==> config.mk <==
export PLATFORM = sky130hd
export DESIGN_NAME = mstk_front
export DESIGN_NICKNAME = d
export VERILOG_FILES = /design/src/hdl/mstk_pkg.sv /design/src/hdl/mstk_front.sv
export SDC_FILE = /design/constraint.sdc
export NUM_CORES = 1
export LEC_CHECK = 0
export BUFFER_PORTS_ARGS = -buffer_cell sky130_fd_sc_hd__buf_2
export CAP_MARGIN = 20
export CORE_ASPECT_RATIO = 0.9
export CORE_MARGIN = 2
export CORE_UTILIZATION = 56
export CTS_CLUSTER_DIAMETER = 150
export CTS_CLUSTER_SIZE = 24
export DETAILED_ROUTE_END_ITERATION = 6
export HOLD_SLACK_MARGIN = 0.06
export PLACE_DENSITY = 0.83
export SLEW_MARGIN = 40
export SYNTH_ARGS = -nofsm -noshare
export SYNTH_HDL_FRONTEND = slang
export SYNTH_SLANG_ARGS = --single-unit
==> constraint.sdc <==
create_clock -name clk_i -period 3.6 [get_ports clk_i]
set_clock_uncertainty 0.15 [all_clocks]
set_input_delay 0.18 -clock clk_i [delete_from_list [all_inputs] [get_ports clk_i]]
set_output_delay 0.18 -clock clk_i [all_outputs]
set_load 0.005 [all_outputs]
==> src/hdl/mstk_pkg.sv <==
// ----------------------------------------------------------------------------
// mstk_pkg
// Shared constants and types of the Kruskal spanning tree unit.
// ----------------------------------------------------------------------------
package mstk_pkg;

  localparam int unsigned MaxNodes  = 64;
  localparam int unsigned MaxEdges  = 256;
  localparam int unsigned NodeW     = 6;
  localparam int unsigned CostW     = 16;
  localparam int unsigned CountW    = 7;
  localparam int unsigned RankW     = 3;
  localparam logic [CountW-1:0] NodeCountReset = 7'd64;

  // one queued edge from front to back
  typedef struct packed {
    logic             keep;
    logic             last;
    logic [NodeW-1:0] src;
    logic [NodeW-1:0] dst;
    logic [CostW-1:0] cost;
  } edge_cmd_t;

endpackage

==> src/hdl/mstk_front.sv <==
// ----------------------------------------------------------------------------
// mstk_front
// Accepts edges, range checks them against node_count and queues them.
// ----------------------------------------------------------------------------
module mstk_front #(
  parameter int unsigned MaxNodes = mstk_pkg::MaxNodes
) (
  input  logic                            clk_i,
  input  logic                            rst_ni,
  input  logic                            take_i,
  input  logic [mstk_pkg::NodeW-1:0]      src_i,
  input  logic [mstk_pkg::NodeW-1:0]      dst_i,
  input  logic [mstk_pkg::CostW-1:0]      cost_i,
  input  logic                            last_i,
  input  logic                            cfg_we_i,
  input  logic [mstk_pkg::CountW-1:0]     cfg_data_i,
  output logic                            q_valid_o,
  output mstk_pkg::edge_cmd_t             q_data_o,
  input  logic                            q_pop_i
);

  logic [mstk_pkg::CountW-1:0] node_count_q;
  logic [mstk_pkg::CountW-1:0] limit;
  logic                        in_range;
  // two-entry queue
  mstk_pkg::edge_cmd_t         slot_q [2];
  logic                        rd_q, wr_q;
  logic [1:0]                  cnt_q;
  mstk_pkg::edge_cmd_t         cmd;

  assign limit = (node_count_q < mstk_pkg::CountW'(MaxNodes)) ? node_count_q
                                                             : mstk_pkg::CountW'(MaxNodes);
  assign in_range = ({1'b0, src_i} < limit) && ({1'b0, dst_i} < limit);

  always_comb begin
    cmd.keep = in_range;
    cmd.last = last_i;
    cmd.src  = src_i;
    cmd.dst  = dst_i;
    cmd.cost = cost_i;
  end

  always_ff @(posedge clk_i or negedge rst_ni) begin
    if (!rst_ni) begin
      node_count_q <= mstk_pkg::NodeCountReset;
      rd_q         <= 1'b0;
      wr_q         <= 1'b0;
      cnt_q        <= '0;
    end else begin
      if (cfg_we_i) begin
        node_count_q <= cfg_data_i;
      end
      if (take_i) begin
        wr_q <= ~wr_q;
      end
      if (q_pop_i) begin
        rd_q <= ~rd_q;
      end
      cnt_q <= cnt_q + 2'(take_i) - 2'(q_pop_i);
    end
  end

  always_ff @(posedge clk_i) begin
    if (take_i) begin
      slot_q[wr_q] <= cmd;
    end
  end

  assign q_valid_o = (cnt_q != 2'd0);
  assign q_data_o  = slot_q[rd_q];

  assert property (@(posedge clk_i) disable iff (!rst_ni) cnt_q <= 2'd2)
    else $error("queue overfill");
  assert property (@(posedge clk_i) disable iff (!rst_ni) q_pop_i |-> q_valid_o)
    else $error("pop from empty queue");
  assert property (@(posedge clk_i) disable iff (!rst_ni)
                   (cnt_q == 2'd2) |-> !take_i)
    else $error("push into full queue");

endmodule

==> results of run 1 <==
[cells in the mapped netlist (all sizes together)]
cell type and instances:
nor2b 3, ha 12, nor2 2, a2111oi 1, dfrtp 10, inv 2
o21ai 4, xnor2 2, nand2b 5, a21o 1, edfxtp 60, xor2 2
a21oi 3, dfstp 1, and4b 2, o211a 1, or2 1, buf 4
and2 1, mux2 37
[through the flow]
step                      power (W)  cell area [µm²]  setup WS [ns]  instances
after global routing       0.002625             3978          1.377        350
after global placement     0.001772             3307          1.653        289
after detailed placement   0.001791             3307          1.554        289
final                      0.002505             3978          1.520        350
after floorplan            0.001539             2865          1.276        154
after CTS                  0.002515             3978          1.519        350
[how the worst max path moves through the flow]
stage	start	endpoint	depth (start not counted)
final	node_count_q[6]	slot_q[0][29]	5
after global routing	node_count_q[6]	slot_q[0][29]	5
after CTS	rd_q	q_data_o[3]	3
after detailed placement	node_count_q[6]	slot_q[1][29]	5
after global placement	node_count_q[6]	slot_q[0][29]	5
after floorplan	wr_q	slot_q[0][0]	1
[flip-flops by register name, indices dropped and copies added (netlist names)]
signal / count
slot_q: 60
cnt_q: 2
node_count_q: 7
wr_q: 1
rd_q: 1
[cell type report]
type                       count  area share
multi-input combinational     77      0.1916
clock buffer                   9     0.03114
sequential                    71      0.5225
clock inverter                 7     0.02422
timing repair buffer         119      0.2082
tap                           65     0.02045
inverter                       2    0.001887
[logic make-up (layout without fill, tap and decap cells)]
kind of cell,count (synthesis),count (layout)
DFF,71,71
muxes,37,37
and+or+nand+nor,14,14
adders and majority gates,12,12
AOI/OAI and AO/OA,10,10
buffers and inverters,6,137
xor gates and xnor gates,4,4
[cells in the final DEF (no fill, tap or decap), drive strengths merged]
master	count
o21ai	4
xor2	2
clkinvlp	2
nand2b	5
dfrtp	10
a21oi	3
dlygate4sd3	45
and4b	2
nor2	2
o211a	1
or2	1
buf	74
a21o	1
bufinv	2
mux2	37
ha	12
xnor2	2
a2111oi	1
inv	3
nor2b	3
clkbuf	9
edfxtp	60
clkinv	2
dfstp	1
and2	1
[worst reg2reg max path, cell delays in order (launching register included)]
cell and delay (ns):
dfstp_2 0.60, nand2b_1 0.17, ha_1 0.25, a21o_1 0.19
a2111oi_2 0.37, o211a_1 0.21
[metal layers]
layer | GRT usage | vias to the layer above
li1 | - | 843
met1 | 0.2265 | 835
met2 | 0.3578 | 59
met3 | 0.05290 | 15
met4 | 0.09770 | 0
met5 | 0 | -
[power by group]
part	switching [W]	leakage [nW]	internal (W)
sequential	0.0000588	0.690	0.00108
clock	0.000297	0.103	0.000391
combinational	0.000308	0.802	0.000369
==> flow_metrics.tcl, run 1 <==
set metrics [dict create \
    dieArea_mm2 0.005706 \
    rsz0062_at_grt "no" \
    status "completed" \
    cp.arrival_ns 2.13 \
    met2_length_um 2735 \
    tritoncts "built" \
    netlist_instances 154 \
    cts_sinks 71 \
    gr-usage-all-layers 0.2015 \
    rr_startpoint "node_count_q[6]" \
    clk_path_buf_depth 2 \
    pin_count 72 \
    cts_setup_buffers 0 \
    crit_buf_inv 0 \
    ys_seq_elements 71 \
    routed.top_layer "met4" \
    synth_compound_area_frac 0.02358 \
    holdPathStages 2 \
    cp_max_fo 10 \
    slowest_stage "dfstp_2" \
    critPathKind "reg2reg" \
    tightest_slew_ns 0.4018 \
    clk_latency_ns 0.33 \
    power.density_mw_per_mm2 629.9 \
    register_area_mm2 0.002078 \
    antenna_found_initial 0 \
    rr_worst_depth 5 \
    cap_violations 0 \
    final-hold-violation-count 0 \
    r2r_setup_slack_ns 1.52 \
    ant_nets 0 \
    syn_to_final_growth_pct 38.82 \
    cts_resized 0 \
    setup_tns_ns 0 \
    hold-worst-slack_ns 0.06975 \
    cp_top_family "compound AO/OA/AOI/OAI gates" \
    ys_types 21 \
    finalSetupViolations 0 \
    routabilityCongestion 0.7262 \
    initial_core_util 0.5854 \
    drt_iter0_drc 72 \
    synthAdderAreaFrac 0.05240 \
    clockRootBuffer "clkbuf_8" \
    grt_overflow 0 \
    num-fill-cells 262 \
    yosys-top-cells-area "edfxtp_1 63%, mux2_2 15%, dfrtp_1 8.7%" \
    vias 1752 \
    seq_area_frac_synth 0.7253 \
    yosys.area_share.simple 0.03144 \
    placementRows 24 \
    antenna_cells 0 \
    vias_per_cell 5.006 \
    rr_endpoint "slot_q[0][29]" \
    max_stage_delay_ns 0.60 \
    grt_max_degree 31 \
    first_global_vias 1900 \
    synthMuxAreaShare 0.1454 \
    max_freq_ghz 0.4808 \
    drv_slew 0 \
    netlist_area_mm2 0.002865 \
    holdPathEnd "node_count_q[6]" \
    grt_pass1_wl_um 8528 \
    wl_per_cell_um 15.19 \
    nets 333 \
    p_leak_nw 1.595 \
    io_buffers 71 \
    numCtsBuffers 9 \
    layout_min_cycle_time_ns 2.080 \
    worstPathRequired_ns 3.65 \
    drcViolationCount 0 \
    hold_class "in2reg" \
    hpwl_um 3197 \
    peakVddDrop_mv 0.3909 \
    drt-met1-wl_um 2174 \
    synth_top_area_frac 0.6288 \
    core_area_mm2 0.004895 \
    dieHeight_um 71.86 \
    multi_input_area_um2 762.0 \
    die_w_um 79.40 \
    startpoint_type "flip-flop" \
    yosysWarnings 0 \
    cp-end-kind "flip-flop" \
    fin_crit_sh 0.5778 \
    synth.avg_cell_area_um2 18.61 \
    cts_max_level 3 \
    netlist.top_cell.by_area "edfxtp_1" \
    slew_headroom 0.7321 \
    worstHoldStart "cfg_we_i" \
    utilization 0.8126 \
    routed_wl_um 5318 \
    wl_met3_um 269 \
    first_pass_iters 4 \
    synth_top_family_by_area "multiplexers" \
    synth_fp_nets 207 \
    path_cells "nand2b_1, ha_1, a21o_1, a2111oi_2, o211a_1" \
    synthXorXnorAreaFrac 0.01223 \
    postCtsHoldBufs 45 \
    clk_pin_slew_ns 0.08 \
    drive_gt1_frac 0.4561 \
]
Note: power is estimated with default switching activity, not from simulation.
==> run 2: changes to the inputs <==
--- a/config.mk
+++ b/config.mk
@@ -9,12 +9,12 @@
 export CAP_MARGIN = 20
 export CORE_ASPECT_RATIO = 0.9
 export CORE_MARGIN = 2
-export CORE_UTILIZATION = 56
+export CORE_UTILIZATION = 47
 export CTS_CLUSTER_DIAMETER = 150
 export CTS_CLUSTER_SIZE = 24
 export DETAILED_ROUTE_END_ITERATION = 6
 export HOLD_SLACK_MARGIN = 0.06
-export PLACE_DENSITY = 0.83
+export PLACE_DENSITY = 0.75
 export SLEW_MARGIN = 40
 export SYNTH_ARGS = -nofsm -noshare
 export SYNTH_HDL_FRONTEND = slang
==> constraint.sdc (replaced) <==
create_clock -name clk_i -period 1.8 [get_ports clk_i]
set_clock_uncertainty 0.15 [all_clocks]
set_input_delay 0.09 -clock clk_i [delete_from_list [all_inputs] [get_ports clk_i]]
set_output_delay 0.09 -clock clk_i [all_outputs]
set_load 0.005 [all_outputs]
==> run 2 against run 1 <==
  * The run now ends with negative setup slack left
  * Register-to-register slack worse by 1.6 ns
  * Core utilization fell by 10 points
  * Clock power increased by 93%
  * Combinational power is 120% higher
  * Global-route usage down 2.9 points
  * Sequential share of layout area decreased by 1.8 points
  * Critical path depth is 1 higher
  * Fmax grew 12%
  * Total power grew 100%
  * Die area is 18% higher
==> flow_metrics.tcl, run 2 (same netlist as run 1, synthesis figures left out) <==
set metrics [dict create \
    status "finished, violations left" \
    violations "negative setup slack" \
    fin_crit_sh 1.036 \
    grt_max_degree 31 \
    startpoint_type "flip-flop" \
    utilization 0.7109 \
    drcViolationCount 0 \
    cts_sinks 71 \
    dieHeight_um 78.07 \
    vias 1774 \
    wl_per_cell_um 14.93 \
    core_area_mm2 0.005791 \
    clk_pin_slew_ns 0.07 \
    slew_headroom 0.7005 \
    drv_slew 0 \
    cts_setup_buffers 0 \
    rsz0062_at_grt "yes" \
    p_leak_nw 1.651 \
    antenna_cells 0 \
    clockRootBuffer "clkbuf_8" \
    final_cell_area_mm2 0.004116 \
    crit_path_start "node_count_q[6]" \
    use_met2 0.2868 \
    rr_worst_depth 6 \
    antenna_found_initial 0 \
    grt_overflow 0 \
    numCtsBuffers 9 \
    grtUsageMet3 0.06204 \
    finalSetupViolations 2 \
    critPathKind "reg2reg" \
    peakVddDrop_mv 1.009 \
    drive_gt1_frac 0.4759 \
    routed_wl_um 5374 \
    cts_max_level 3 \
    largest_register_ffs 60 \
    register_area_mm2 0.002078 \
    vias_per_cell 4.928 \
    tightest_slew_ns 0.4477 \
    worstPathRequired_ns 1.85 \
    io_buffers 71 \
    max_freq_ghz 0.5364 \
    cap_violations 0 \
    grt-busiest-layer "met2" \
    setup_tns_ns -0.1287 \
    drt_iter0_drc 84 \
    gr-usage-all-layers 0.1722 \
    cp.arrival_ns 1.91 \
    die_w_um 86.30 \
    crit_end "slot_q[0][29]" \
    hold_class "in2reg" \
    placementRows 26 \
    tritoncts "built" \
    cp-end-kind "flip-flop" \
    rr_endpoint "slot_q[0][29]" \
    pin_count 72 \
    layout_min_cycle_time_ns 1.864 \
    multi_input_area_um2 820.8 \
    clk_latency_ns 0.33 \
    power.density_mw_per_mm2 1237 \
    grt_pass1_wl_um 8638 \
    routabilityCongestion 0.6745 \
    nets 338 \
    regMostFlops "slot_q" \
    final_common_cell "buf_2" \
    syn_to_final_growth_pct 43.67 \
    num-fill-cells 371 \
    hpwl_um 3245 \
    dieArea_mm2 0.006737 \
    final-hold-violation-count 0 \
    initial_core_util 0.4948 \
    clk_path_buf_depth 2 \
    reg_top3 "slot_q x60, node_count_q x7, cnt_q x2" \
    worstHoldStart "cost_i[13]" \
    setup_ws_ns -0.06439 \
    dpl_cell_area_mm2 0.003386 \
    first_global_vias 1795 \
    mostFrequentLayoutCells "71 x buf_2, 60 x edfxtp_1, 48 x dlygate4sd3_1" \
    first_pass_iters 4 \
    r2r_setup_slack_ns -0.06 \
    rr_startpoint "node_count_q[6]" \
    met1_usage 0.2158 \
    cp_max_fo 5 \
    ant_nets 0 \
]
run 2: worst max-delay path: stages, from the launching register on:
cell and delay, ns:
dfstp_2 0.56, nand2b_4 0.15, ha_4 0.20, a21oi_2 0.14, nor2b_2 0.07, a2111oi_4 0.26, o211a_1 0.20
run 2: cell type report:
class | count | area share
sequential | 71 | 0.5049
tap | 70 | 0.02128
clock buffer | 9 | 0.03009
clock inverter | 7 | 0.02128
timing repair buffer | 124 | 0.2213
multi-input combinational | 77 | 0.1994
inverter | 2 | 0.001824
run 2: where the power goes:
| part | switching [W] | leakage, nW | internal (W) |
|---|---|---|---|
| Sequential | 0.0000993 | 0.690 | 0.00216 |
| Clock | 0.000560 | 0.110 | 0.000770 |
| Combinational | 0.000668 | 0.851 | 0.000832 |
run 2: layer usage:
layer / share of wire / wire (µm)
met5: 0 / 0
met4: 0.0061 / 33
met3: 0.063 / 337
met2: 0.50 / 2669
met1: 0.43 / 2334
run 2: worst min path at each step:
stage	endpoint	slack (ns)	cells after the start
after floorplan	cnt_q[0]	-0.36	0
after global placement	cnt_q[0]	-0.18	1
after detailed placement	wr_q	-0.18	1
after CTS	slot_q[0][13]	0.30	2
after global routing	slot_q[1][4]	0.31	2
final	slot_q[0][13]	0.32	2
run 2: repair_timing:
item	4_1_cts	5_1_grt
pin swaps	1	3
gates resized for setup	1	6
setup endpoints to repair	2	2
hold buffers	48	0
endpoints found under the hold margin	80	0
run 2: per-stage QoR:
step                worst slack, ns  total power, W  std cells  hold slack, ns
global placement           -0.02052        0.003657        296         -0.1847
CTS                        -0.07730        0.005115        360          0.3041
detailed placement         -0.07551        0.003689        296         -0.1789
global route                -0.1597        0.005378        360          0.3054
finish                     -0.06439        0.005090        360          0.3242
floorplan                  0.002171        0.003084        154         -0.3556
